[config.mk]
export PLATFORM = sky130hd
export DESIGN_NAME = lssl_regs
export DESIGN_NICKNAME = d
export VERILOG_FILES = /design/src/sv/lssl_pkg.sv /design/src/sv/lssl_regs.sv
export SDC_FILE = /design/constraint.sdc
export NUM_CORES = 1
export LEC_CHECK = 0
export BUFFER_PORTS_ARGS = -buffer_cell sky130_fd_sc_hd__buf_2
export CORE_MARGIN = 4
export CORE_UTILIZATION = 50
export DETAILED_ROUTE_END_ITERATION = 6
export PLACE_DENSITY = 0.78
export SYNTH_ARGS = -nofsm -noshare
export SYNTH_HDL_FRONTEND = slang
export SYNTH_SLANG_ARGS = --single-unit
[constraint.sdc]
create_clock -name clk_i -period 1.3 [get_ports clk_i]
set_input_delay 0.13 -clock clk_i [delete_from_list [all_inputs] [get_ports clk_i]]
set_output_delay 0.13 -clock clk_i [all_outputs]
set_load 0.05 [all_outputs]
[src/sv/lssl_pkg.sv]
package lssl_pkg;

  localparam int unsigned CELL_W  = 7;
  localparam int unsigned DIM_W   = 8;
  localparam int unsigned PHI_W   = 32;
  localparam int unsigned SP_W    = 31;
  localparam int unsigned CTR_W   = 40;
  localparam int unsigned NUM_W   = 62;
  localparam int unsigned POS_W   = 64;
  localparam int unsigned DIV_STEPS = NUM_W / 2;
  localparam int unsigned CNT_W   = $clog2(DIV_STEPS);
  localparam int unsigned PADDR_W = 5;
  localparam int unsigned PDATA_W = 32;
  localparam int unsigned S_TDATA_W = 48;
  localparam int unsigned S_TUSER_W = 3;
  localparam int unsigned M_TDATA_W = 72;
  localparam int unsigned M_TUSER_W = 2;

  typedef enum logic [1:0] {
    KIND_WRITE    = 2'd0,
    KIND_SURFACE  = 2'd1,
    KIND_POSITION = 2'd2
  } kind_e;

  typedef enum logic [1:0] {
    ST_OK           = 2'd0,
    ST_OUTSIDE      = 2'd1,
    ST_NOT_SURFACE  = 2'd2,
    ST_NO_NEIGHBOUR = 2'd3
  } status_e;

  typedef enum logic [2:0] {
    REG_GRID_WIDTH  = 3'd0,
    REG_GRID_HEIGHT = 3'd1,
    REG_SPACING_X   = 3'd2,
    REG_SPACING_Y   = 3'd3,
    REG_ORIGIN_X    = 3'd4,
    REG_ORIGIN_Y    = 3'd5
  } reg_idx_e;

  typedef enum logic [2:0] {
    RD_CENTRE = 3'd0,
    RD_LEFT   = 3'd1,
    RD_RIGHT  = 3'd2,
    RD_DOWN   = 3'd3,
    RD_UP     = 3'd4
  } rd_sel_e;

  typedef struct packed {
    logic [DIM_W-1:0]        grid_width;
    logic [DIM_W-1:0]        grid_height;
    logic [SP_W-1:0]         spacing_x;
    logic [SP_W-1:0]         spacing_y;
    logic signed [PHI_W-1:0] origin_x;
    logic signed [PHI_W-1:0] origin_y;
  } cfg_t;

  typedef struct packed {
    logic    capture_in;
    logic    rd_en;
    rd_sel_e rd_sel;
    logic    cap_en;
    rd_sel_e cap_sel;
    logic    setup;
    logic    div_step;
    logic    pos_calc;
    logic    load_out;
  } dp_cmd_t;

  typedef struct packed {
    logic inside_in;
    logic pos_ok;
    logic div_last;
    logic out_free;
  } dp_sts_t;

endpackage

[src/sv/lssl_regs.sv]
module lssl_regs
  import lssl_pkg::*;
(
  input  logic               clk_i,
  input  logic               rst_ni,
  input  logic               psel,
  input  logic               penable,
  input  logic               pwrite,
  input  logic [PADDR_W-1:0] paddr,
  input  logic [PDATA_W-1:0] pwdata,
  output logic [PDATA_W-1:0] prdata,
  output logic               pready,
  output cfg_t               cfg_o
);

  cfg_t     cfg_q;
  logic     wr_en;
  reg_idx_e idx;

  assign pready = 1'b1;
  assign wr_en  = psel & penable & pwrite;
  assign idx    = reg_idx_e'(paddr[PADDR_W-1:2]);

  always_ff @(posedge clk_i or negedge rst_ni) begin
    if (!rst_ni) begin
      cfg_q.grid_width  <= DIM_W'(32);
      cfg_q.grid_height <= DIM_W'(32);
      cfg_q.spacing_x   <= SP_W'(65536);
      cfg_q.spacing_y   <= SP_W'(65536);
      cfg_q.origin_x    <= '0;
      cfg_q.origin_y    <= '0;
    end else if (wr_en) begin
      unique case (idx)
        REG_GRID_WIDTH:  cfg_q.grid_width  <= pwdata[DIM_W-1:0];
        REG_GRID_HEIGHT: cfg_q.grid_height <= pwdata[DIM_W-1:0];
        REG_SPACING_X:   cfg_q.spacing_x   <= pwdata[SP_W-1:0];
        REG_SPACING_Y:   cfg_q.spacing_y   <= pwdata[SP_W-1:0];
        REG_ORIGIN_X:    cfg_q.origin_x    <= pwdata;
        REG_ORIGIN_Y:    cfg_q.origin_y    <= pwdata;
        default: ;
      endcase
    end
  end

  always_comb begin
    prdata = '0;
    unique case (idx)
      REG_GRID_WIDTH:  prdata = PDATA_W'(cfg_q.grid_width);
      REG_GRID_HEIGHT: prdata = PDATA_W'(cfg_q.grid_height);
      REG_SPACING_X:   prdata = PDATA_W'(cfg_q.spacing_x);
      REG_SPACING_Y:   prdata = PDATA_W'(cfg_q.spacing_y);
      REG_ORIGIN_X:    prdata = cfg_q.origin_x;
      REG_ORIGIN_Y:    prdata = cfg_q.origin_y;
      default:         prdata = '0;
    endcase
  end

  assign cfg_o = cfg_q;

endmodule

# [Word level (Yosys, flattened, before mapping)]
# Cells that the tools add are included.
[word_totals] input_bits=42 register_bits=142 output_inout_bits=175 word_cells=21
[classes] mux=1 n_reduce_logical=7 bitwise_logic=2 n_eq_ne=5
[op_table] op="one-hot mux 32 bit (6 select lines)" count=1
[op_table] op="AND reduction 2 bit" count=6
[op_table] op="== test 3 x 2 -> 1 bit (second input constant)" count=2
[op_table] op="== test 3 bit (second input constant)" count=2
[op_table] op="== test 3 x 1 -> 1 bit (second input constant)" count=1
[op_table] op="logical NOT 3 bit" count=1
[op_table] op="bitwise AND 1 bit" count=2

# [Logic depth before layout (Yosys ltp)]
[logic_depth] word_depth=3 ltp_mapped=5 mapped_depth_nobuf=3

# [Worst setup path after synthesis]
# OpenSTA, ideal clock, no wires.
[synth_timing] path_type="reg-to-output" startpoint="reg cfg_q, in the netlist cfg_o[64]" endpoint="out prdata[0]" path_stages_with_launch=4 t_arrival_ns=1.792 n_path_buf=0 setup_slack_ns=-0.622 cell_sequence="dfrtp_1 > mux2_2 > nand2_1 > a31oi_1"
[synth_via] elab_chain_len=1
[synth_lines] element="start, declared" line_no="lssl_regs.sv:16" text="cfg_t cfg_q;"
[synth_lines] element="one-hot mux 32 bit (6 select lines)" line_no="lssl_regs.sv:47" text="unique case (idx)"
[synth_lines] element="end, declared" line_no="lssl_regs.sv:11" text="output logic [PDATA_W-1:0] prdata,"
# No other way between the ends.

# [Worst setup path after layout]
[layout_timing] startpoint="reg cfg_q, in the netlist cfg_o[131]" endpoint="out prdata[5]"
# Same word-level chain as after synthesis.

==> results.md <==
* Status: complete, but fails checks
* Failing checks: negative setup slack
* Unrepaired setup endpoints after global routing: true
* Critical path startpoint category: register
* Mean Syn Cell Area at 14.3 um2
* Pleak at 0.00503 uW
* First drt pass iteration count at 6
* CTS Buf Count at 17
* CORE AREA at 12600 um2
* Port buffer count at 213
* Largest net degree at the start of global routing at 41
* Worst r2r src: cfg_o[111]
* Die width at 121 um
* Final Critical Period at 1.74 ns
* Final GP Congestion at 0.849
* Residual DRC at 0
* Placed instance count at 852
* Synth Net Count at 488
* Design Area, Final at 11400 um2
* H-tree lvl count at 4
* Area grow syn2layout at 77.7%
* CP Max Fanout at 2
* Die Span Y at 121 um
* Clock Latency Late Sink at 0.41 ns
* Commonest cells post-synth: mux2_2 (149), dfrtp_1 (138), mux2i_1 (57), o22ai_1 (23), buf_2 (19)
* Cell taking the most area after synthesis: dfrtp_1
* Synthesis Warnings at 0
* Initial Utilization at 50.8%
* Root buf cell: clkbuf_16
* Max reg flops at 142
* FF-to-FF End: cfg_o[111]
* CTS tree: done
* Sequential area share after synthesis at 55.7%
* Antenna diodes at 0
* Post-layout util at 90.3%
* PwrDens at 1860 nW/um2
* Gr ovfl total at 0
* Register-to-Register Path Depth at 4
* Post-synth cell types at 27
* Final Hold Viols at 0
* Required @ worst endpoint at 1.17 ns
* Drt wl/cell at 26.7 um
* Crit path arrival time at 1.61 ns
* Cell Area, Synth at 6390 um2
* Clock Tree Buf Depth at 2
* Die Area at 14600 um2
* First-pass GRT wire length at 34800 um
* Via count at 5705
* Post-placement cell area at 8710 um2
* Max-cap violation count at 0
* Nets at 840
* Post-Synthesis Cells at 446
* Top cells by area, synth: dfrtp_1 (54%), mux2_2 (26%), mux2i_1 (8.9%)
* Tot GR Track Use at 31.4%
* Fill cells at 441
* Share of layout cells above drive strength 1 at 89.5%
* Min-Delay Path Class: primary input to register
* Drt via density at 5.80
* Cell with the most instances after synthesis: mux2_2
* Slew Limit Fails at 0
* Final worst-path cycle share at 134%
* Post-route setup TNS at -7.27 ns
* Initial DRC count at 361
* Clock Sinks at 142
* Peak Freq at 575 MHz
* Routed WL at 26200 um
* Clock transition at the registers of the reported paths at 0.06 ns
* Flop-to-flop setup slack at 0.23 ns
* Ys flop type: dfrtp_1
* DP HPWL at 13000 um
* Hold path cells at 2
* Worst VDD drop at 0.00150 V
* Crit. End Element: output port
* Synthesized flop and latch total at 142
* Min-Delay Startpoint: pwdata[24]
* Hold Path End: cfg_o[56]
* Clock skew at 0 ns
* Final WS setup at -0.440 ns
* Post-synth EDFFs at 0
* Non-filler cells, final at 983
* Remaining antenna violation count after routing at 0
* Synth async-reset ratio at 100%
* Final setup viols at 43
* Ports at 217
* Hold WS at 0.0248 ns
* Worst Path Class, Setup: register to output port
* Row count at 41
* Yosys top cell area share at 54.1%
* Vias in the first global route at 6051
* Antenna violations before repair at 0
## worst max path at each step
stage | start | end | slack (ns) | cells after the start
2_1_floorplan | cfg_o[131] | prdata[5] | -0.05 | 3
3_3_place_gp | paddr[3] | cfg_o[134] | -0.18 | 4
3_5_place_dp | paddr[3] | cfg_o[134] | -0.23 | 4
4_1_cts | cfg_o[95] | prdata[0] | -0.44 | 4
5_1_grt | cfg_o[95] | prdata[0] | -0.48 | 4
6_report | cfg_o[131] | prdata[5] | -0.44 | 4
## cell type report
cell class,count,area (um2),share of cell area [%]
multi-input combinational,272,3680,32.4
clock buffer,28,557,4.90
timing repair buffer,363,3130,27.6
inverter,2,7.51,0.0661
clock inverter,4,70.1,0.617
tap,172,215,1.90
sequential,142,3690,32.5
## cells by family (layout without fill, tap and decap cells)
group / Yosys count / in the layout / synth area share [%]
mux: 207 / 207 / 35.4
flops: 142 / 142 / 55.7
compound gates: 37 / 37 / 3.94
buf+inv: 32 / 397 / 2.60
simple gates: 27 / 27 / 2.33
other cells: 1 / 1 / 0.0587
## metrics by stage
| stage | setup WS [ns] | total power [uW] |
|---|---|---|
| floorplan | -0.0546 | 11400 |
| global placement | -0.183 | 13100 |
| detailed placement | -0.231 | 13300 |
| CTS | -0.438 | 19900 |
| global route | -0.483 | 21700 |
| finish | -0.440 | 21200 |
## worst max-delay path, stage by stage (launching register included)
cell     delay (ns)
dfstp_2        0.37
mux2i_1        0.16
o21ai_1        0.11
a221o_2        0.38
buf_8          0.16
## report_power, final
part           switching, uW  total (uW)  leakage [uW]  internal [uW]
Combinational           5870        9570       0.00305           3700
Sequential              1030        6470       0.00167           5430
Clock                   1850        5140      0.000313           3290
Total                   8750       21200       0.00503          12400
## routing by layer
| layer | global-route usage, % | wire length, um | vias up |
|---|---|---|---|
| met5 | 0 | 0 | - |
| met4 | 12.5 | 1240 | 0 |
| met3 | 6.76 | 1870 | 100 |
| met2 | 54.8 | 13500 | 361 |
| met1 | 37.9 | 9580 | 2877 |
| li1 | - | - | 2367 |
## placed cells by master (no fill, tap or decap), types with 4 or more instances in the layout
cell,netlist,layout
dfrtp_1,138,31
mux2i_4,0,32
clkbuf_16,0,17
buf_6,1,91
nor2_4,0,5
clkbuf_8,0,9
dfrtp_2,0,107
mux2i_2,0,16
dlygate4sd3_1,0,21
buf_2,19,101
mux2_4,0,5
mux2_2,149,144
buf_4,4,121
mux2i_1,57,9
nor2_1,8,4
nand2_1,6,6
dfstp_2,4,4
buf_8,0,14
buf_12,0,13
o22ai_4,0,23
## repair_timing
| action | 4_1_cts | 5_1_grt |
|---|---|---|
| gates resized for setup | 206 | 138 |
| endpoints found under the hold margin | 180 | 0 |
| hold buffers | 21 | 0 |
| endpoints found under the setup margin | 39 | 95 |
| buffers inserted | 66 | 15 |
| pin swaps | 20 | 10 |
Note: power is estimated with default switching activity, not from simulation.
