[src/sv/lssl_pkg.sv]
package lssl_pkg;

  localparam int unsigned CELL_W  = 7;
  localparam int unsigned DIM_W   = 8;
  localparam int unsigned PHI_W   = 32;
  localparam int unsigned SP_W    = 31;
  localparam int unsigned CTR_W   = 40;
  localparam int unsigned NUM_W   = 62;
  localparam int unsigned POS_W   = 64;
  localparam int unsigned DIV_STEPS = NUM_W / 2;
  localparam int unsigned CNT_W   = $clog2(DIV_STEPS);
  localparam int unsigned PADDR_W = 5;
  localparam int unsigned PDATA_W = 32;
  localparam int unsigned S_TDATA_W = 48;
  localparam int unsigned S_TUSER_W = 3;
  localparam int unsigned M_TDATA_W = 72;
  localparam int unsigned M_TUSER_W = 2;

  typedef enum logic [1:0] {
    KIND_WRITE    = 2'd0,
    KIND_SURFACE  = 2'd1,
    KIND_POSITION = 2'd2
  } kind_e;

  typedef enum logic [1:0] {
    ST_OK           = 2'd0,
    ST_OUTSIDE      = 2'd1,
    ST_NOT_SURFACE  = 2'd2,
    ST_NO_NEIGHBOUR = 2'd3
  } status_e;

  typedef enum logic [2:0] {
    REG_GRID_WIDTH  = 3'd0,
    REG_GRID_HEIGHT = 3'd1,
    REG_SPACING_X   = 3'd2,
    REG_SPACING_Y   = 3'd3,
    REG_ORIGIN_X    = 3'd4,
    REG_ORIGIN_Y    = 3'd5
  } reg_idx_e;

  typedef enum logic [2:0] {
    RD_CENTRE = 3'd0,
    RD_LEFT   = 3'd1,
    RD_RIGHT  = 3'd2,
    RD_DOWN   = 3'd3,
    RD_UP     = 3'd4
  } rd_sel_e;

  typedef struct packed {
    logic [DIM_W-1:0]        grid_width;
    logic [DIM_W-1:0]        grid_height;
    logic [SP_W-1:0]         spacing_x;
    logic [SP_W-1:0]         spacing_y;
    logic signed [PHI_W-1:0] origin_x;
    logic signed [PHI_W-1:0] origin_y;
  } cfg_t;

  typedef struct packed {
    logic    capture_in;
    logic    rd_en;
    rd_sel_e rd_sel;
    logic    cap_en;
    rd_sel_e cap_sel;
    logic    setup;
    logic    div_step;
    logic    pos_calc;
    logic    load_out;
  } dp_cmd_t;

  typedef struct packed {
    logic inside_in;
    logic pos_ok;
    logic div_last;
    logic out_free;
  } dp_sts_t;

endpackage

[src/sv/lssl_ctrl.sv]
module lssl_ctrl
  import lssl_pkg::*;
(
  input  logic       clk_i,
  input  logic       rst_ni,
  input  logic       in_valid_i,
  input  logic [1:0] in_kind_i,
  output logic       in_ready_o,
  input  dp_sts_t    sts_i,
  output dp_cmd_t    cmd_o
);

  typedef enum logic [10:0] {
    S_IDLE = 11'b000_0000_0001,
    S_RD_C = 11'b000_0000_0010,
    S_RD_L = 11'b000_0000_0100,
    S_RD_R = 11'b000_0000_1000,
    S_RD_D = 11'b000_0001_0000,
    S_RD_U = 11'b000_0010_0000,
    S_EVAL = 11'b000_0100_0000,
    S_MUL  = 11'b000_1000_0000,
    S_DIV  = 11'b001_0000_0000,
    S_POS  = 11'b010_0000_0000,
    S_EMIT = 11'b100_0000_0000
  } state_e;

  state_e     state_q, state_d;
  logic [1:0] kind_q, kind_d;

  always_comb begin
    state_d    = state_q;
    kind_d     = kind_q;
    cmd_o      = '0;
    in_ready_o = 1'b0;
    unique case (state_q)
      S_IDLE: begin
        in_ready_o = 1'b1;
        if (in_valid_i) begin
          cmd_o.capture_in = 1'b1;
          kind_d           = in_kind_i;
          if (in_kind_i == KIND_SURFACE || in_kind_i == KIND_POSITION) begin
            state_d = sts_i.inside_in ? S_RD_C : S_EMIT;
          end
        end
      end
      S_RD_C: begin
        cmd_o.rd_en  = 1'b1;
        cmd_o.rd_sel = RD_CENTRE;
        state_d      = S_RD_L;
      end
      S_RD_L: begin
        cmd_o.rd_en   = 1'b1;
        cmd_o.rd_sel  = RD_LEFT;
        cmd_o.cap_en  = 1'b1;
        cmd_o.cap_sel = RD_CENTRE;
        state_d       = S_RD_R;
      end
      S_RD_R: begin
        cmd_o.rd_en   = 1'b1;
        cmd_o.rd_sel  = RD_RIGHT;
        cmd_o.cap_en  = 1'b1;
        cmd_o.cap_sel = RD_LEFT;
        state_d       = S_RD_D;
      end
      S_RD_D: begin
        cmd_o.rd_en   = 1'b1;
        cmd_o.rd_sel  = RD_DOWN;
        cmd_o.cap_en  = 1'b1;
        cmd_o.cap_sel = RD_RIGHT;
        state_d       = S_RD_U;
      end
      S_RD_U: begin
        cmd_o.rd_en   = 1'b1;
        cmd_o.rd_sel  = RD_UP;
        cmd_o.cap_en  = 1'b1;
        cmd_o.cap_sel = RD_DOWN;
        state_d       = S_EVAL;
      end
      S_EVAL: begin
        cmd_o.cap_en  = 1'b1;
        cmd_o.cap_sel = RD_UP;
        state_d       = (kind_q == KIND_POSITION) ? S_MUL : S_EMIT;
      end
      S_MUL: begin
        cmd_o.setup = 1'b1;
        state_d     = sts_i.pos_ok ? S_DIV : S_EMIT;
      end
      S_DIV: begin
        cmd_o.div_step = 1'b1;
        if (sts_i.div_last) begin
          state_d = S_POS;
        end
      end
      S_POS: begin
        cmd_o.pos_calc = 1'b1;
        state_d        = S_EMIT;
      end
      S_EMIT: begin
        if (sts_i.out_free) begin
          cmd_o.load_out = 1'b1;
          state_d        = S_IDLE;
        end
      end
      default: state_d = S_IDLE;
    endcase
  end

  always_ff @(posedge clk_i or negedge rst_ni) begin
    if (!rst_ni) begin
      state_q <= S_IDLE;
      kind_q  <= KIND_WRITE;
    end else begin
      state_q <= state_d;
      kind_q  <= kind_d;
    end
  end

endmodule

[config.mk]
export PLATFORM = sky130hd
export DESIGN_NAME = lssl_ctrl
export DESIGN_NICKNAME = d
export VERILOG_FILES = /design/src/sv/lssl_pkg.sv /design/src/sv/lssl_ctrl.sv
export SDC_FILE = /design/constraint.sdc
export NUM_CORES = 1
export LEC_CHECK = 0
export BUFFER_PORTS_ARGS = -buffer_cell sky130_fd_sc_hd__buf_2
export CAP_MARGIN = 0
export CORE_AREA = 2 2 46 48
export DETAILED_ROUTE_END_ITERATION = 10
export DIE_AREA = 0 0 48 50
export PLACE_DENSITY = 0.73
export SYNTH_ARGS = -nofsm -noshare
export SYNTH_HDL_FRONTEND = slang
export SYNTH_SLANG_ARGS = --single-unit
export TNS_END_PERCENT = 5
[constraint.sdc]
create_clock -name clk_i -period 1.9 [get_ports clk_i]
set_input_delay 0.19 -clock clk_i [delete_from_list [all_inputs] [get_ports clk_i]]
set_output_delay 0.19 -clock clk_i [all_outputs]
set_load 0.02 [all_outputs]
Yosys cells after proc, flatten, opt, wreduce, memory -nomap -nowiden
Cells that the tools add are included.
- muxes and demuxes: 18
- equal/unequal tests: 18
- reduce and logical (&&, ||, !) cells: 3
- operators by type and width (operator ; number):
    $pmux W11 S11 ; 1
    $mux W11 ; 7
    $pmux W4 S5 ; 2
    $eq A11 B1 Y1 const B ; 1
    $eq A11 B10 Y1 const B ; 1
    $eq A11 B11 Y1 const B ; 1
    $eq A11 B2 Y1 const B ; 1
    $eq A11 B3 Y1 const B ; 1
    $eq A11 B4 Y1 const B ; 1
    $eq A11 B5 Y1 const B ; 1
    $eq A11 B6 Y1 const B ; 1
    $eq A11 B7 Y1 const B ; 1
    $eq A11 B8 Y1 const B ; 1
    $eq A11 B9 Y1 const B ; 1
    $mux W1 ; 8
    $ne A2 B2 Y1 const B ; 4
    $eq A2 B2 Y1 const B ; 2
    $reduce_and A4 Y1 ; 1
    $eq A2 B1 Y1 const B ; 1
    $reduce_and A2 Y1 ; 1
    $logic_or A1 B1 Y1 ; 1
- output and inout port bits: 14
- register bits: 13
- word-level logic and storage cells: 41
- input port bits: 9

Longest topological paths before layout
Gate-level depths: netlist of the first run.
- depth after elaboration: 5
- depth in mapped cells: 6
- depth with buffers taken out: 5

Worst setup path after synthesis of the first run
OpenSTA, ideal clock, no wires.
- kind: register to register
- start point: register state_q[9]
- end point: register state_q[8]
- required time: 1.817 ns
- period minus slack after synthesis: 1.895 ns
- path slack: 0.005 ns
- setup time: 0.083 ns
- stages on the path, launching flop included: 7
- buffers on the path: 1
- arrival: 1.813 ns
- path through: dfrtp_1 buf_4 nor3_1 nand2_1 nor4_1 nand2_1 o21ai_0
- word-level cells in the longest chain between the ends: 3
- elaborated cells between the ends (all ways): 17
- those cells by class: eq/ne (15); mux (1); reduce/logical (1)
- ends and longest elaborated chain (item ; line ; text):
    start: declaration ; lssl_ctrl.sv:27 ; state_e state_q, state_d;
    start signal: assignment ; lssl_ctrl.sv:113 ; state_q <= state_d;
    $eq A11 B1 Y1 (tied with other cells) ; lssl_ctrl.sv:35 ; unique case (state_q)
    $ne A2 B2 Y1 (no source line) ; -- ;
    $reduce_and A4 Y1 (no source line) ; -- ;
Several ways; a longest one is shown, not always the timed one.
A chain may end at the register's enable or synchronous reset.

==> results of run 1 <==
[through the flow]
stage	std cells	cell area [sq um]	worst slack [ns]	TNS, ns	utilization (%)
CTS	167	1190	-0.0818	-0.272	62.4
detailed placement	161	1090	-0.0232	-0.0232	57.1
global route	171	1270	-0.189	-1.52	66.6
floorplan	108	912	0.00455	0	-
finish	171	1270	-0.0648	-0.159	66.6
global placement	161	1090	0.0250	0	57.1
[cells by family after synthesis]
group / after synthesis
xor+xnor: 5
flops: 13
simple gates: 55
compound gates: 18
buf+inv: 15
mux: 2
[layout make-up]
cell class / count / area (sq um) / area share (%)
sequential: 13 / 328 / 25.9
tap: 27 / 33.8 / 2.67
clock buffer: 4 / 26.3 / 2.08
inverter: 9 / 33.8 / 2.67
multi-input combinational: 80 / 577 / 45.6
timing repair buffer: 38 / 268 / 21.1
[cell usage in the layout (no fill, tap or decap), types with 2 or more instances in the layout]
master,instances
sky130_fd_sc_hd__a21o_1,3
sky130_fd_sc_hd__a21oi_1,3
sky130_fd_sc_hd__and3b_1,2
sky130_fd_sc_hd__buf_2,14
sky130_fd_sc_hd__buf_4,19
sky130_fd_sc_hd__buf_6,4
sky130_fd_sc_hd__clkbuf_4,3
sky130_fd_sc_hd__dfrtp_1,11
sky130_fd_sc_hd__inv_1,9
sky130_fd_sc_hd__mux2_4,2
sky130_fd_sc_hd__nand2_1,12
sky130_fd_sc_hd__nand2_2,2
sky130_fd_sc_hd__nand2b_1,2
sky130_fd_sc_hd__nand3_1,2
sky130_fd_sc_hd__nand3b_1,2
sky130_fd_sc_hd__nor2_1,12
sky130_fd_sc_hd__nor2b_1,2
sky130_fd_sc_hd__nor3_2,3
sky130_fd_sc_hd__nor3_4,3
sky130_fd_sc_hd__nor3b_1,3
sky130_fd_sc_hd__nor4_1,2
sky130_fd_sc_hd__nor4_4,2
sky130_fd_sc_hd__o2111ai_1,2
sky130_fd_sc_hd__o21ai_0,5
sky130_fd_sc_hd__o22ai_1,2
sky130_fd_sc_hd__xor2_1,4
[critical path: stages, from the launching register on]
cell                      delay [ns]
sky130_fd_sc_hd__dfrtp_2        0.45
sky130_fd_sc_hd__nor4_4         0.30
sky130_fd_sc_hd__buf_4          0.18
sky130_fd_sc_hd__nand2_4        0.06
sky130_fd_sc_hd__nor3_4         0.24
sky130_fd_sc_hd__nand2_2        0.08
sky130_fd_sc_hd__inv_1          0.07
sky130_fd_sc_hd__buf_6          0.11
[sequential cells by signal (all words and copies together) (netlist names)]
name	count
kind_q	2
state_q	11
[final timing paths]
| kind | startpoint | endpoint | slack [ns] |
|---|---|---|---|
| min in group asynchronous | rst_ni | state_q[5]$_DFFE_PN0P_ | 0.30 |
| setup reg to reg | state_q[4]$_DFFE_PN0P_ | kind_q[0]$_DFFE_PN0P_ | 0.04 |
| setup / recovery | state_q[4]$_DFFE_PN0P_ | cmd_o[12] | -0.06 |
| hold / removal | sts_i[1] | state_q[8]$_DFFE_PN0P_ | 0.1 |
| hold reg to reg | kind_q[0]$_DFFE_PN0P_ | kind_q[0]$_DFFE_PN0P_ | 0.50 |
| max in group asynchronous | rst_ni | state_q[0]$_DFFE_PN1P_ | 1.31 |
[power groups by stage]
stage	clock (mW)	sequential [mW]	combinational [mW]
2_1_floorplan	0	0.399	0.566
3_3_place_gp	0	0.411	0.712
3_5_place_dp	0	0.419	0.723
4_1_cts	0.180	0.424	0.798
5_1_grt	0.191	0.438	0.966
6_report	0.173	0.430	0.891
[timing repair]
action,CTS,global route
pin swaps,2,3
endpoints found under the setup margin,10,14
hold buffers,1,0
resized for setup,13,14
buffers inserted,1,4
endpoints found under the hold margin,12,0
[per-layer routing]
| layer | wire length [um] | vias up | track usage [%] |
|---|---|---|---|
| met5 | 0 | - | 0 |
| met4 | 58 | 0 | 9.01 |
| met3 | 105 | 7 | 6.59 |
| met2 | 1150 | 26 | 31.8 |
| met1 | 929 | 430 | 24.3 |
| li1 | - | 443 | - |
==> metrics.txt, run 1 <==
# TYPE chip_impl_metric gauge
chip_impl_metric{name="mappedNetlistArea",unit="sq um"} 912
chip_impl_metric{name="final_wirelength",unit="um"} 2240
chip_impl_metric{name="final_worst_clock_skew",unit="ns"} 0.0112
chip_impl_info{name="ys.flop_type",value="sky130_fd_sc_hd__dfrtp_1"} 1
chip_impl_metric{name="power_report.internal_total",unit="mW"} 0.844
chip_impl_info{name="synth_area_leader_cell",value="sky130_fd_sc_hd__dfrtp_1"} 1
chip_impl_metric{name="drive_gt1_share",unit="%"} 41.7
chip_impl_info{name="synth_area_leaders",value="sky130_fd_sc_hd__dfrtp_1, sky130_fd_sc_hd__nand2_1, sky130_fd_sc_hd__nor2_1, sky130_fd_sc_hd__xor2_1, sky130_fd_sc_hd__inv_1"} 1
chip_impl_metric{name="synthToLayoutAreaGrowth",unit="%"} 38.8
chip_impl_metric{name="finalCriticalPeriod",unit="ns"} 1.96
chip_impl_metric{name="syn-num-nets",unit=""} 117
chip_impl_info{name="post_synth_most_frequent_cells",value="sky130_fd_sc_hd__nand2_1, sky130_fd_sc_hd__dfrtp_1, sky130_fd_sc_hd__nor2_1"} 1
chip_impl_metric{name="adder_cell_area_share_of_the_yosys_netlist",unit="%"} 0
chip_impl_info{name="yosysMostFrequentCell",value="sky130_fd_sc_hd__nand2_1"} 1
chip_impl_info{name="critPathKind",value="reg -> out"} 1
chip_impl_metric{name="hpwl_after_detailed_placement",unit="um"} 1570
chip_impl_metric{name="coreArea",unit="sq um"} 1900
chip_impl_metric{name="viasPerCell",unit=""} 5.30
chip_impl_metric{name="design.die.area",unit="sq um"} 2400
chip_impl_metric{name="detail_route.drc_violations",unit=""} 0
chip_impl_metric{name="ant_nets",unit=""} 0
chip_impl_metric{name="die_y_extent",unit="um"} 50
chip_impl_metric{name="antenna_found_initial",unit=""} 0
chip_impl_metric{name="grt_remaining_overflow",unit=""} 0
chip_impl_metric{name="async_flop_share",unit="%"} 100
chip_impl_metric{name="timing.critical_path.fanout_max",unit=""} 4
chip_impl_metric{name="drt_iter0_markers",unit=""} 16
chip_impl_metric{name="cts.clk_slew.worst_paths",unit="ns"} 0.08
chip_impl_metric{name="ir_worst_vdd",unit="mV"} 0.989
chip_impl_metric{name="finalWeightedCongestion",unit=""} 0.796
chip_impl_metric{name="finalSetupViolations",unit=""} 4
chip_impl_metric{name="yosysWarnings",unit=""} 0
chip_impl_info{name="startpoint_type_of_the_worst_setup_path",value="register"} 1
chip_impl_metric{name="finalHoldViolations",unit=""} 0
chip_impl_metric{name="fraction_of_the_mapped_netlist_area_in_simple_logic_gates",unit="%"} 34.8
chip_impl_metric{name="rows",unit=""} 16
chip_impl_metric{name="power_frac_seq",unit="%"} 28.8
chip_impl_metric{name="syn-instance-count",unit=""} 108
chip_impl_metric{name="hold_path_depth",unit=""} 2
chip_impl_metric{name="cts_buffers",unit=""} 3
chip_impl_metric{name="grt_max_degree",unit=""} 14
chip_impl_metric{name="switching_power",unit="mW"} 0.649
chip_impl_metric{name="wire_length_of_the_first_global_routing_pass",unit="um"} 3460
chip_impl_metric{name="synth_enable_flop_cells",unit=""} 0
chip_impl_metric{name="nFillCells",unit=""} 152
chip_impl_metric{name="cts-htree-levels",unit=""} 1
chip_impl_metric{name="post_synth_cell_types",unit=""} 34
chip_impl_metric{name="synth_seq_cells",unit=""} 13
chip_impl_metric{name="post_drt_wl_per_cell",unit="um"} 13.1
chip_impl_metric{name="cp_data_arrival_time",unit="ns"} 1.77
chip_impl_info{name="rsz0062_at_grt",value="true"} 1
chip_impl_metric{name="synth_compound_area_share",unit="%"} 12.6
chip_impl_metric{name="length_of_the_first_detailed_routing_pass_in_iterations",unit=""} 4
chip_impl_metric{name="timing.final.ws_setup",unit="ns"} -0.0648
chip_impl_metric{name="synthMuxAreaShare",unit="%"} 3.29
chip_impl_info{name="synth_top_family_by_area",value="simple AND/OR/NAND/NOR gates"} 1
chip_impl_metric{name="cellLeakagePower",unit="nW"} 0.700
chip_impl_info{name="violations",value="setup timing"} 1
chip_impl_metric{name="syn_area_per_cell",unit="sq um"} 8.45
chip_impl_metric{name="yosysTopAreaCellShare",unit="%"} 32.9
chip_impl_metric{name="worst-endpoint-required",unit="ns"} 1.71
chip_impl_metric{name="worstMarginPinSlew",unit="ns"} 0.327
chip_impl_metric{name="max_freq",unit="GHz"} 0.509
chip_impl_metric{name="grt_pass1_vias",unit=""} 841
chip_impl_info{name="outcome",value="complete, but fails checks"} 1
chip_impl_metric{name="r2r_cells",unit=""} 7
chip_impl_metric{name="cap_viol_max_count",unit=""} 0
chip_impl_metric{name="final_min_period_over_clock_period",unit="%"} 103
chip_impl_metric{name="final.hold.worst_slack",unit="ns"} 0.0993
chip_impl_metric{name="power.share.clock",unit="%"} 11.6
chip_impl_metric{name="n_antenna_cell",unit=""} 0
chip_impl_metric{name="floorplan.initialDensity",unit="%"} 48.0
chip_impl_info{name="ctsRootBufferMaster",value="sky130_fd_sc_hd__clkbuf_4"} 1
chip_impl_metric{name="numClockSinks",unit=""} 13
chip_impl_metric{name="clockBufferDepth",unit=""} 2
chip_impl_metric{name="routed_via_count",unit=""} 906
chip_impl_metric{name="synth_xor_xnor_area_share",unit="%"} 4.80
chip_impl_metric{name="io_buffer_count",unit=""} 22
chip_impl_metric{name="die_w",unit="um"} 48
chip_impl_metric{name="power.total",unit="mW"} 1.49
chip_impl_info{name="class_of_the_worst_hold_path",value="in -> reg"} 1
chip_impl_info{name="tritoncts",value="done"} 1
chip_impl_metric{name="comb_power_share",unit="%"} 59.7
chip_impl_metric{name="ioPinCount",unit=""} 23
chip_impl_metric{name="worst_case_headroom_to_the_max_slew_limit",unit="%"} 78.0
chip_impl_metric{name="grt_usage",unit="%"} 20.3
chip_impl_metric{name="synth-seq-area-share",unit="%"} 35.8
chip_impl_metric{name="final-max-slew-violation-count",unit=""} 0
chip_impl_info{name="worstSetupEndpointType",value="output port"} 1
chip_impl_metric{name="switching_share",unit="%"} 43.5
chip_impl_metric{name="latest_clock_arrival_within_the_worst_skew_pair",unit="ns"} 0.29
chip_impl_metric{name="power_density_normalized_to_cell_area",unit="nW/um^2"} 1180
chip_impl_metric{name="finish.net_count",unit=""} 154
Power figures use the tool's default switching activity.
==> inputs of run 2 (changes only) <==
- CORE_AREA: 2 2 46 48 -> 2 2 44 46
- DIE_AREA: 0 0 48 50 -> 0 0 46 48
- PLACE_DENSITY: 0.73 -> not set
- PLACE_DENSITY_LB_ADDON: not set -> 0.12
- clock period: 1.9 -> 2.3 ns (I/O delays scaled with it)
==> metrics.txt, run 2 (same netlist as run 1, synthesis figures left out) <==
# TYPE chip_impl_metric gauge
chip_impl_metric{name="r2r_cells",unit=""} 5
chip_impl_metric{name="routed_via_count",unit=""} 856
chip_impl_metric{name="max_freq",unit="GHz"} 0.457
chip_impl_metric{name="final_worst_clock_skew",unit="ns"} 0.00776
chip_impl_metric{name="viasPerCell",unit=""} 5.82
chip_impl_metric{name="ioPinCount",unit=""} 23
chip_impl_metric{name="cts.clk_slew.worst_paths",unit="ns"} 0.09
chip_impl_info{name="tritoncts",value="done"} 1
chip_impl_metric{name="drt_iter0_markers",unit=""} 28
chip_impl_metric{name="final-max-slew-violation-count",unit=""} 0
chip_impl_info{name="worst_reg2reg_path_endpoint",value="kind_q[0]$_DFFE_PN0P_"} 1
chip_impl_info{name="critPathKind",value="reg -> out"} 1
chip_impl_metric{name="cap_viol_max_count",unit=""} 0
chip_impl_info{name="layout_commonest_cell",value="sky130_fd_sc_hd__buf_2"} 1
chip_impl_metric{name="placedCellCount",unit=""} 142
chip_impl_metric{name="largest_register_ff_count",unit=""} 11
chip_impl_metric{name="rows",unit=""} 15
chip_impl_metric{name="grt_pass1_vias",unit=""} 728
chip_impl_metric{name="postCtsSetupBuffers",unit=""} 0
chip_impl_metric{name="timing.reg2reg.setup_slack",unit="ns"} 0.53
chip_impl_metric{name="ir_worst_vdd",unit="mV"} 0.752
chip_impl_metric{name="finish.net_count",unit=""} 140
chip_impl_metric{name="power_density_normalized_to_cell_area",unit="nW/um^2"} 1020
chip_impl_metric{name="power_report.internal_total",unit="mW"} 0.600
chip_impl_info{name="biggestRegsByFlops",value="state_q (11), kind_q (2)"} 1
chip_impl_metric{name="layout.cells.non_filler",unit=""} 147
chip_impl_metric{name="comb_power_share",unit="%"} 52.8
chip_impl_metric{name="crit_path_max_incr_delay",unit="ns"} 0.50
chip_impl_metric{name="length_of_the_first_detailed_routing_pass_in_iterations",unit=""} 4
chip_impl_metric{name="final_min_period_over_clock_period",unit="%"} 95.2
chip_impl_metric{name="finalSetupViolations",unit=""} 0
chip_impl_info{name="top_register",value="state_q"} 1
chip_impl_metric{name="finalWeightedCongestion",unit=""} 0.789
chip_impl_info{name="outcome",value="complete, no violations"} 1
chip_impl_info{name="launching_point_of_the_worst_reg2reg_path",value="state_q[7]$_DFFE_PN0P_"} 1
chip_impl_metric{name="antenna_found_initial",unit=""} 0
chip_impl_info{name="timing.critical_path.cells",value="nor4_4 > nand2_1 > nor3_2 > o21ai_0 > nand3_1 > buf_2"} 1
chip_impl_metric{name="hold_path_depth",unit=""} 2
chip_impl_metric{name="io_buffer_count",unit=""} 22
chip_impl_metric{name="worst-endpoint-required",unit="ns"} 2.07
chip_impl_metric{name="die_w",unit="um"} 46
chip_impl_metric{name="switching_power",unit="mW"} 0.479
chip_impl_info{name="mostFrequentLayoutCells",value="sky130_fd_sc_hd__buf_2, sky130_fd_sc_hd__nand2_1, sky130_fd_sc_hd__nor2_1, sky130_fd_sc_hd__dfrtp_1, sky130_fd_sc_hd__inv_1"} 1
chip_impl_info{name="class_of_the_worst_hold_path",value="in -> reg"} 1
chip_impl_metric{name="power_frac_seq",unit="%"} 33.4
chip_impl_metric{name="numClockSinks",unit=""} 13
chip_impl_metric{name="switching_share",unit="%"} 44.4
chip_impl_info{name="ctsRootBufferMaster",value="sky130_fd_sc_hd__clkbuf_4"} 1
chip_impl_metric{name="grt_usage",unit="%"} 19.6
chip_impl_metric{name="ant_nets",unit=""} 0
chip_impl_metric{name="detail_route.drc_violations",unit=""} 0
chip_impl_metric{name="worst_case_headroom_to_the_max_slew_limit",unit="%"} 77.6
chip_impl_metric{name="floorplan.initialDensity",unit="%"} 54.0
chip_impl_metric{name="clockBufferDepth",unit=""} 2
chip_impl_metric{name="design.die.area",unit="sq um"} 2210
chip_impl_metric{name="finalHoldViolations",unit=""} 0
chip_impl_metric{name="cts_buffers",unit=""} 3
chip_impl_metric{name="n_antenna_cell",unit=""} 0
chip_impl_metric{name="power.total",unit="mW"} 1.08
chip_impl_metric{name="die_y_extent",unit="um"} 48
chip_impl_info{name="crit_path_start",value="state_q[7]$_DFFE_PN0P_"} 1
chip_impl_info{name="worstSetupEndpointType",value="output port"} 1
chip_impl_metric{name="cp_data_arrival_time",unit="ns"} 1.96
chip_impl_info{name="min_to",value="state_q[8]$_DFFE_PN0P_"} 1
chip_impl_metric{name="wire_length_of_the_first_global_routing_pass",unit="um"} 3070
chip_impl_metric{name="latest_clock_arrival_within_the_worst_skew_pair",unit="ns"} 0.28
chip_impl_metric{name="cts-htree-levels",unit=""} 1
chip_impl_metric{name="nFillCells",unit=""} 162
chip_impl_metric{name="final.hold.worst_slack",unit="ns"} 0.148
chip_impl_metric{name="coreArea",unit="sq um"} 1690
chip_impl_metric{name="grt_max_degree",unit=""} 14
chip_impl_info{name="timing.critical_path.max_delay_family",value="simple AND/OR/NAND/NOR gates"} 1
chip_impl_metric{name="finalCriticalPeriod",unit="ns"} 2.19
chip_impl_metric{name="power.share.clock",unit="%"} 13.9
chip_impl_metric{name="cellLeakagePower",unit="nW"} 0.624
chip_impl_metric{name="timing.critical_path.fanout_max",unit=""} 8
chip_impl_metric{name="setup_total_negative_slack",unit="ns"} 0
chip_impl_metric{name="synthToLayoutAreaGrowth",unit="%"} 15.5
chip_impl_metric{name="finish.utilization",unit="%"} 62.4
chip_impl_metric{name="hpwl_after_detailed_placement",unit="um"} 1510
chip_impl_metric{name="grt_remaining_overflow",unit=""} 0
chip_impl_metric{name="post_drt_wl_per_cell",unit="um"} 13.2
chip_impl_info{name="min_from",value="sts_i[1]"} 1
chip_impl_metric{name="drive_gt1_share",unit="%"} 29.2
chip_impl_metric{name="cp.buffers_inverters",unit=""} 1
chip_impl_metric{name="worstMarginPinSlew",unit="ns"} 0.332
chip_impl_info{name="rsz0062_at_grt",value="true"} 1
chip_impl_info{name="cp_slowest_cell",value="sky130_fd_sc_hd__dfrtp_1"} 1
chip_impl_info{name="startpoint_type_of_the_worst_setup_path",value="register"} 1
chip_impl_metric{name="final_wirelength",unit="um"} 1950
run 2: cell count changes in the layout (fill, tap and decap cells not counted), sizes merged:
cell    previous run  this run
buf               37        23
clkbuf             4         3
clkinv             0         1
run 2: worst register-to-register path, stage by stage, from the launching register on:
cell,delay [ns]
sky130_fd_sc_hd__dfrtp_1,0.50
sky130_fd_sc_hd__nor4_4,0.41
sky130_fd_sc_hd__nand2_2,0.14
sky130_fd_sc_hd__nor3_4,0.19
sky130_fd_sc_hd__nand2_2,0.11
sky130_fd_sc_hd__mux2_4,0.31
run 2: per-layer routing:
metal	up-vias	GRT usage, %	wire length (um)
met5	-	0	0
met4	0	8.00	38
met3	6	3.77	92
met2	30	32.8	923
met1	405	24.8	891
li1	415	-	-
run 2: timing repair:
action,CTS,global route
hold buffers,1,0
resized for setup,1,1
setup endpoints to repair,1,4
hold endpoints to repair,12,0
run 2: through the flow:
step                cell area, sq um  setup slack, ns
floorplan                        912            0.405
global placement                1010            0.295
detailed placement              1010            0.278
CTS                             1050           0.0573
global route                    1050          -0.0262
finish                          1050            0.110
run 2: worst max path at each step:
stage	endpoint	cells after the start	slack (ns)
after floorplan	state_q[8]$_DFFE_PN0P_	6	0.40
after global routing	cmd_o[7]	6	-0.03
after CTS	cmd_o[4]	6	0.06
after global placement	cmd_o[7]	6	0.30
after detailed placement	cmd_o[7]	6	0.28
final	cmd_o[7]	6	0.11
run 2: cell type report:
cell class | instances | area (sq um) | area share (%)
clock buffer | 3 | 22.5 | 2.14
clock inverter | 1 | 5.00 | 0.475
multi-input combinational | 80 | 517 | 49.0
sequential | 13 | 327 | 31.0
inverter | 9 | 33.8 | 3.21
timing repair buffer | 24 | 128 | 12.1
tap | 17 | 21.3 | 2.02
run 2: power by group through the flow:
| stage | Sequential (mW) | Combinational, mW | Clock, mW |
|---|---|---|---|
| 2_1_floorplan | 0.329 | 0.467 | 0 |
| 3_3_place_gp | 0.359 | 0.554 | 0 |
| 3_5_place_dp | 0.362 | 0.559 | 0 |
| 4_1_cts | 0.358 | 0.571 | 0.151 |
| 5_1_grt | 0.369 | 0.624 | 0.165 |
| 6_report | 0.360 | 0.569 | 0.150 |
==> inputs of run 3 (changes only) <==
- CAP_MARGIN: 0 -> not set
- PLACE_DENSITY: not set -> 0.8
- PLACE_DENSITY_LB_ADDON: 0.12 -> not set
==> metrics.txt, run 3 (same netlist as run 1, synthesis figures left out) <==
# TYPE chip_impl_metric gauge
chip_impl_info{name="mostFrequentLayoutCells",value="sky130_fd_sc_hd__buf_2, sky130_fd_sc_hd__nand2_1, sky130_fd_sc_hd__nor2_1, sky130_fd_sc_hd__dfrtp_1, sky130_fd_sc_hd__inv_1"} 1
chip_impl_metric{name="final_wirelength",unit="um"} 1970
chip_impl_metric{name="drive_gt1_share",unit="%"} 28.5
chip_impl_metric{name="postCtsSetupBuffers",unit=""} 0
chip_impl_metric{name="n_antenna_cell",unit=""} 0
chip_impl_metric{name="timing.critical_path.fanout_max",unit=""} 7
chip_impl_info{name="biggestRegsByFlops",value="state_q (11), kind_q (2)"} 1
chip_impl_metric{name="max_freq",unit="GHz"} 0.445
chip_impl_info{name="worstSetupEndpointType",value="output port"} 1
chip_impl_metric{name="largest_register_ff_count",unit=""} 11
chip_impl_metric{name="cts-htree-levels",unit=""} 1
chip_impl_info{name="outcome",value="complete, no violations"} 1
chip_impl_metric{name="grt_max_degree",unit=""} 14
chip_impl_metric{name="grt_usage",unit="%"} 19.3
chip_impl_metric{name="routed_via_count",unit=""} 833
chip_impl_info{name="class_of_the_worst_hold_path",value="in -> reg"} 1
chip_impl_metric{name="cap_viol_max_count",unit=""} 0
chip_impl_metric{name="crit_path_max_incr_delay",unit="ns"} 0.45
chip_impl_metric{name="clockBufferDepth",unit=""} 2
chip_impl_metric{name="viasPerCell",unit=""} 5.67
chip_impl_metric{name="finalSetupViolations",unit=""} 0
chip_impl_metric{name="post_drt_wl_per_cell",unit="um"} 13.4
chip_impl_metric{name="ioPinCount",unit=""} 23
chip_impl_metric{name="cts_buffers",unit=""} 3
chip_impl_info{name="top_register",value="state_q"} 1
chip_impl_info{name="rsz0062_at_grt",value="true"} 1
chip_impl_metric{name="floorplan.initialDensity",unit="%"} 54.0
chip_impl_metric{name="worstMarginPinSlew",unit="ns"} 0.382
chip_impl_metric{name="ant_nets",unit=""} 0
chip_impl_metric{name="die_w",unit="um"} 46
chip_impl_metric{name="final_worst_clock_skew",unit="ns"} 0.00428
chip_impl_metric{name="setup_total_negative_slack",unit="ns"} 0
chip_impl_metric{name="coreArea",unit="sq um"} 1690
chip_impl_metric{name="wire_length_of_the_first_global_routing_pass",unit="um"} 2980
chip_impl_metric{name="grt_remaining_overflow",unit=""} 0
chip_impl_metric{name="drt_iter0_markers",unit=""} 25
chip_impl_metric{name="antenna_found_initial",unit=""} 0
chip_impl_metric{name="finish.net_count",unit=""} 140
chip_impl_info{name="cp_slowest_cell",value="sky130_fd_sc_hd__dfrtp_1"} 1
chip_impl_metric{name="detail_route.drc_violations",unit=""} 0
chip_impl_metric{name="worst-endpoint-required",unit="ns"} 2.07
chip_impl_metric{name="cts.clk_slew.worst_paths",unit="ns"} 0.08
chip_impl_info{name="timing.critical_path.cells",value="nor4_2 > nand2_1 > nor3_1 > and3b_1 > a21o_1 > buf_2"} 1
chip_impl_metric{name="cellLeakagePower",unit="nW"} 0.618
chip_impl_info{name="tritoncts",value="done"} 1
chip_impl_info{name="layout_commonest_cell",value="sky130_fd_sc_hd__buf_2"} 1
chip_impl_metric{name="io_buffer_count",unit=""} 22
chip_impl_metric{name="finalCriticalPeriod",unit="ns"} 2.25
chip_impl_metric{name="numClockSinks",unit=""} 13
chip_impl_metric{name="grt_pass1_vias",unit=""} 688
chip_impl_info{name="startpoint_type_of_the_worst_setup_path",value="register"} 1
chip_impl_metric{name="finalWeightedCongestion",unit=""} 0.822
chip_impl_metric{name="latest_clock_arrival_within_the_worst_skew_pair",unit="ns"} 0.28
chip_impl_metric{name="final_min_period_over_clock_period",unit="%"} 97.8
chip_impl_metric{name="hpwl_after_detailed_placement",unit="um"} 1520
chip_impl_info{name="critPathKind",value="reg -> out"} 1
chip_impl_metric{name="power_density_normalized_to_cell_area",unit="nW/um^2"} 1020
chip_impl_metric{name="power.total",unit="mW"} 1.08
chip_impl_metric{name="finish.utilization",unit="%"} 62.3
chip_impl_metric{name="worst_case_headroom_to_the_max_slew_limit",unit="%"} 74.3
chip_impl_metric{name="ir_worst_vdd",unit="mV"} 0.617
chip_impl_metric{name="cp_data_arrival_time",unit="ns"} 2.02
chip_impl_metric{name="final-max-slew-violation-count",unit=""} 0
chip_impl_metric{name="length_of_the_first_detailed_routing_pass_in_iterations",unit=""} 4
chip_impl_metric{name="die_y_extent",unit="um"} 48
chip_impl_metric{name="rows",unit=""} 15
chip_impl_metric{name="synthToLayoutAreaGrowth",unit="%"} 15.4
chip_impl_metric{name="finalHoldViolations",unit=""} 0
chip_impl_info{name="ctsRootBufferMaster",value="sky130_fd_sc_hd__clkbuf_4"} 1
chip_impl_metric{name="nFillCells",unit=""} 154
chip_impl_metric{name="final.hold.worst_slack",unit="ns"} 0.153
chip_impl_metric{name="design.die.area",unit="sq um"} 2210
[run 3: changes by cell type in the layout (fill, tap and decap cells not counted)]
cell                       before  now
sky130_fd_sc_hd__clkbuf_1       0    1
sky130_fd_sc_hd__clkinv_2       1    0
[run 3: worst paths after layout]
path                                   startpoint                endpoint  slack [ns]  depth (start not counted)
hold reg to reg             kind_q[1]$_DFFE_PN0P_   kind_q[1]$_DFFE_PN0P_        0.52                          1
setup reg to reg           state_q[7]$_DFFE_PN0P_   kind_q[1]$_DFFE_PN0P_        0.51                          5
hold / removal                           sts_i[1]  state_q[8]$_DFFE_PN0P_        0.15                          2
setup / recovery           state_q[2]$_DFFE_PN0P_                cmd_o[4]        0.05                          6
min in group asynchronous                  rst_ni  state_q[4]$_DFFE_PN0P_        0.35                          2
max in group asynchronous                  rst_ni  state_q[0]$_DFFE_PN1P_        1.67                          2
[run 3: what timing repair did]
action | in CTS | in global routing
hold buffers | 1 | 0
gates resized for setup | 1 | 1
endpoints found under the setup margin | 1 | 6
hold endpoints to repair | 12 | 0
[run 3: layer usage]
metal | share of wire (%) | wire length [um] | GRT usage, %
met2 | 48 | 954 | 31.4
met4 | 1.5 | 29 | 8.57
met3 | 5.8 | 115 | 2.26
met5 | 0 | 0 | 0
met1 | 44 | 872 | 25.8
[run 3: where the power goes]
group	internal (mW)	switching [mW]	total, mW
logic	0.252	0.323	0.575
registers	0.285	0.0757	0.361
clock network	0.0673	0.0754	0.143
total	0.604	0.474	1.08
[run 3: per-stage QoR]
step           area [sq um]  cells  worst slack [ns]
2_1_floorplan           912    108             0.405
3_3_place_gp           1010    142             0.335
3_5_place_dp           1010    142             0.304
4_1_cts                1050    147            0.0666
5_1_grt                1050    147           -0.0887
6_report               1050    147            0.0504
[run 3: layout make-up]
type / count / area [sq um] / share of cell area (%)
Sequential cell: 13 / 327 / 31.0
Tap cell: 17 / 21.3 / 2.02
Clock buffer: 4 / 26.3 / 2.50
Timing Repair Buffer: 24 / 128 / 12.1
Multi-Input combinational cell: 80 / 517 / 49.1
Inverter: 9 / 33.8 / 3.21
[run 3: worst max-delay path: cells and delay by family (launching register included)]
family	cells	cell delay [ns]
AND/OR/NAND/NOR	4	1.06
AO/OA/AOI/OAI	1	0.08
flip-flops	1	0.45
buffers and inverters	1	0.15
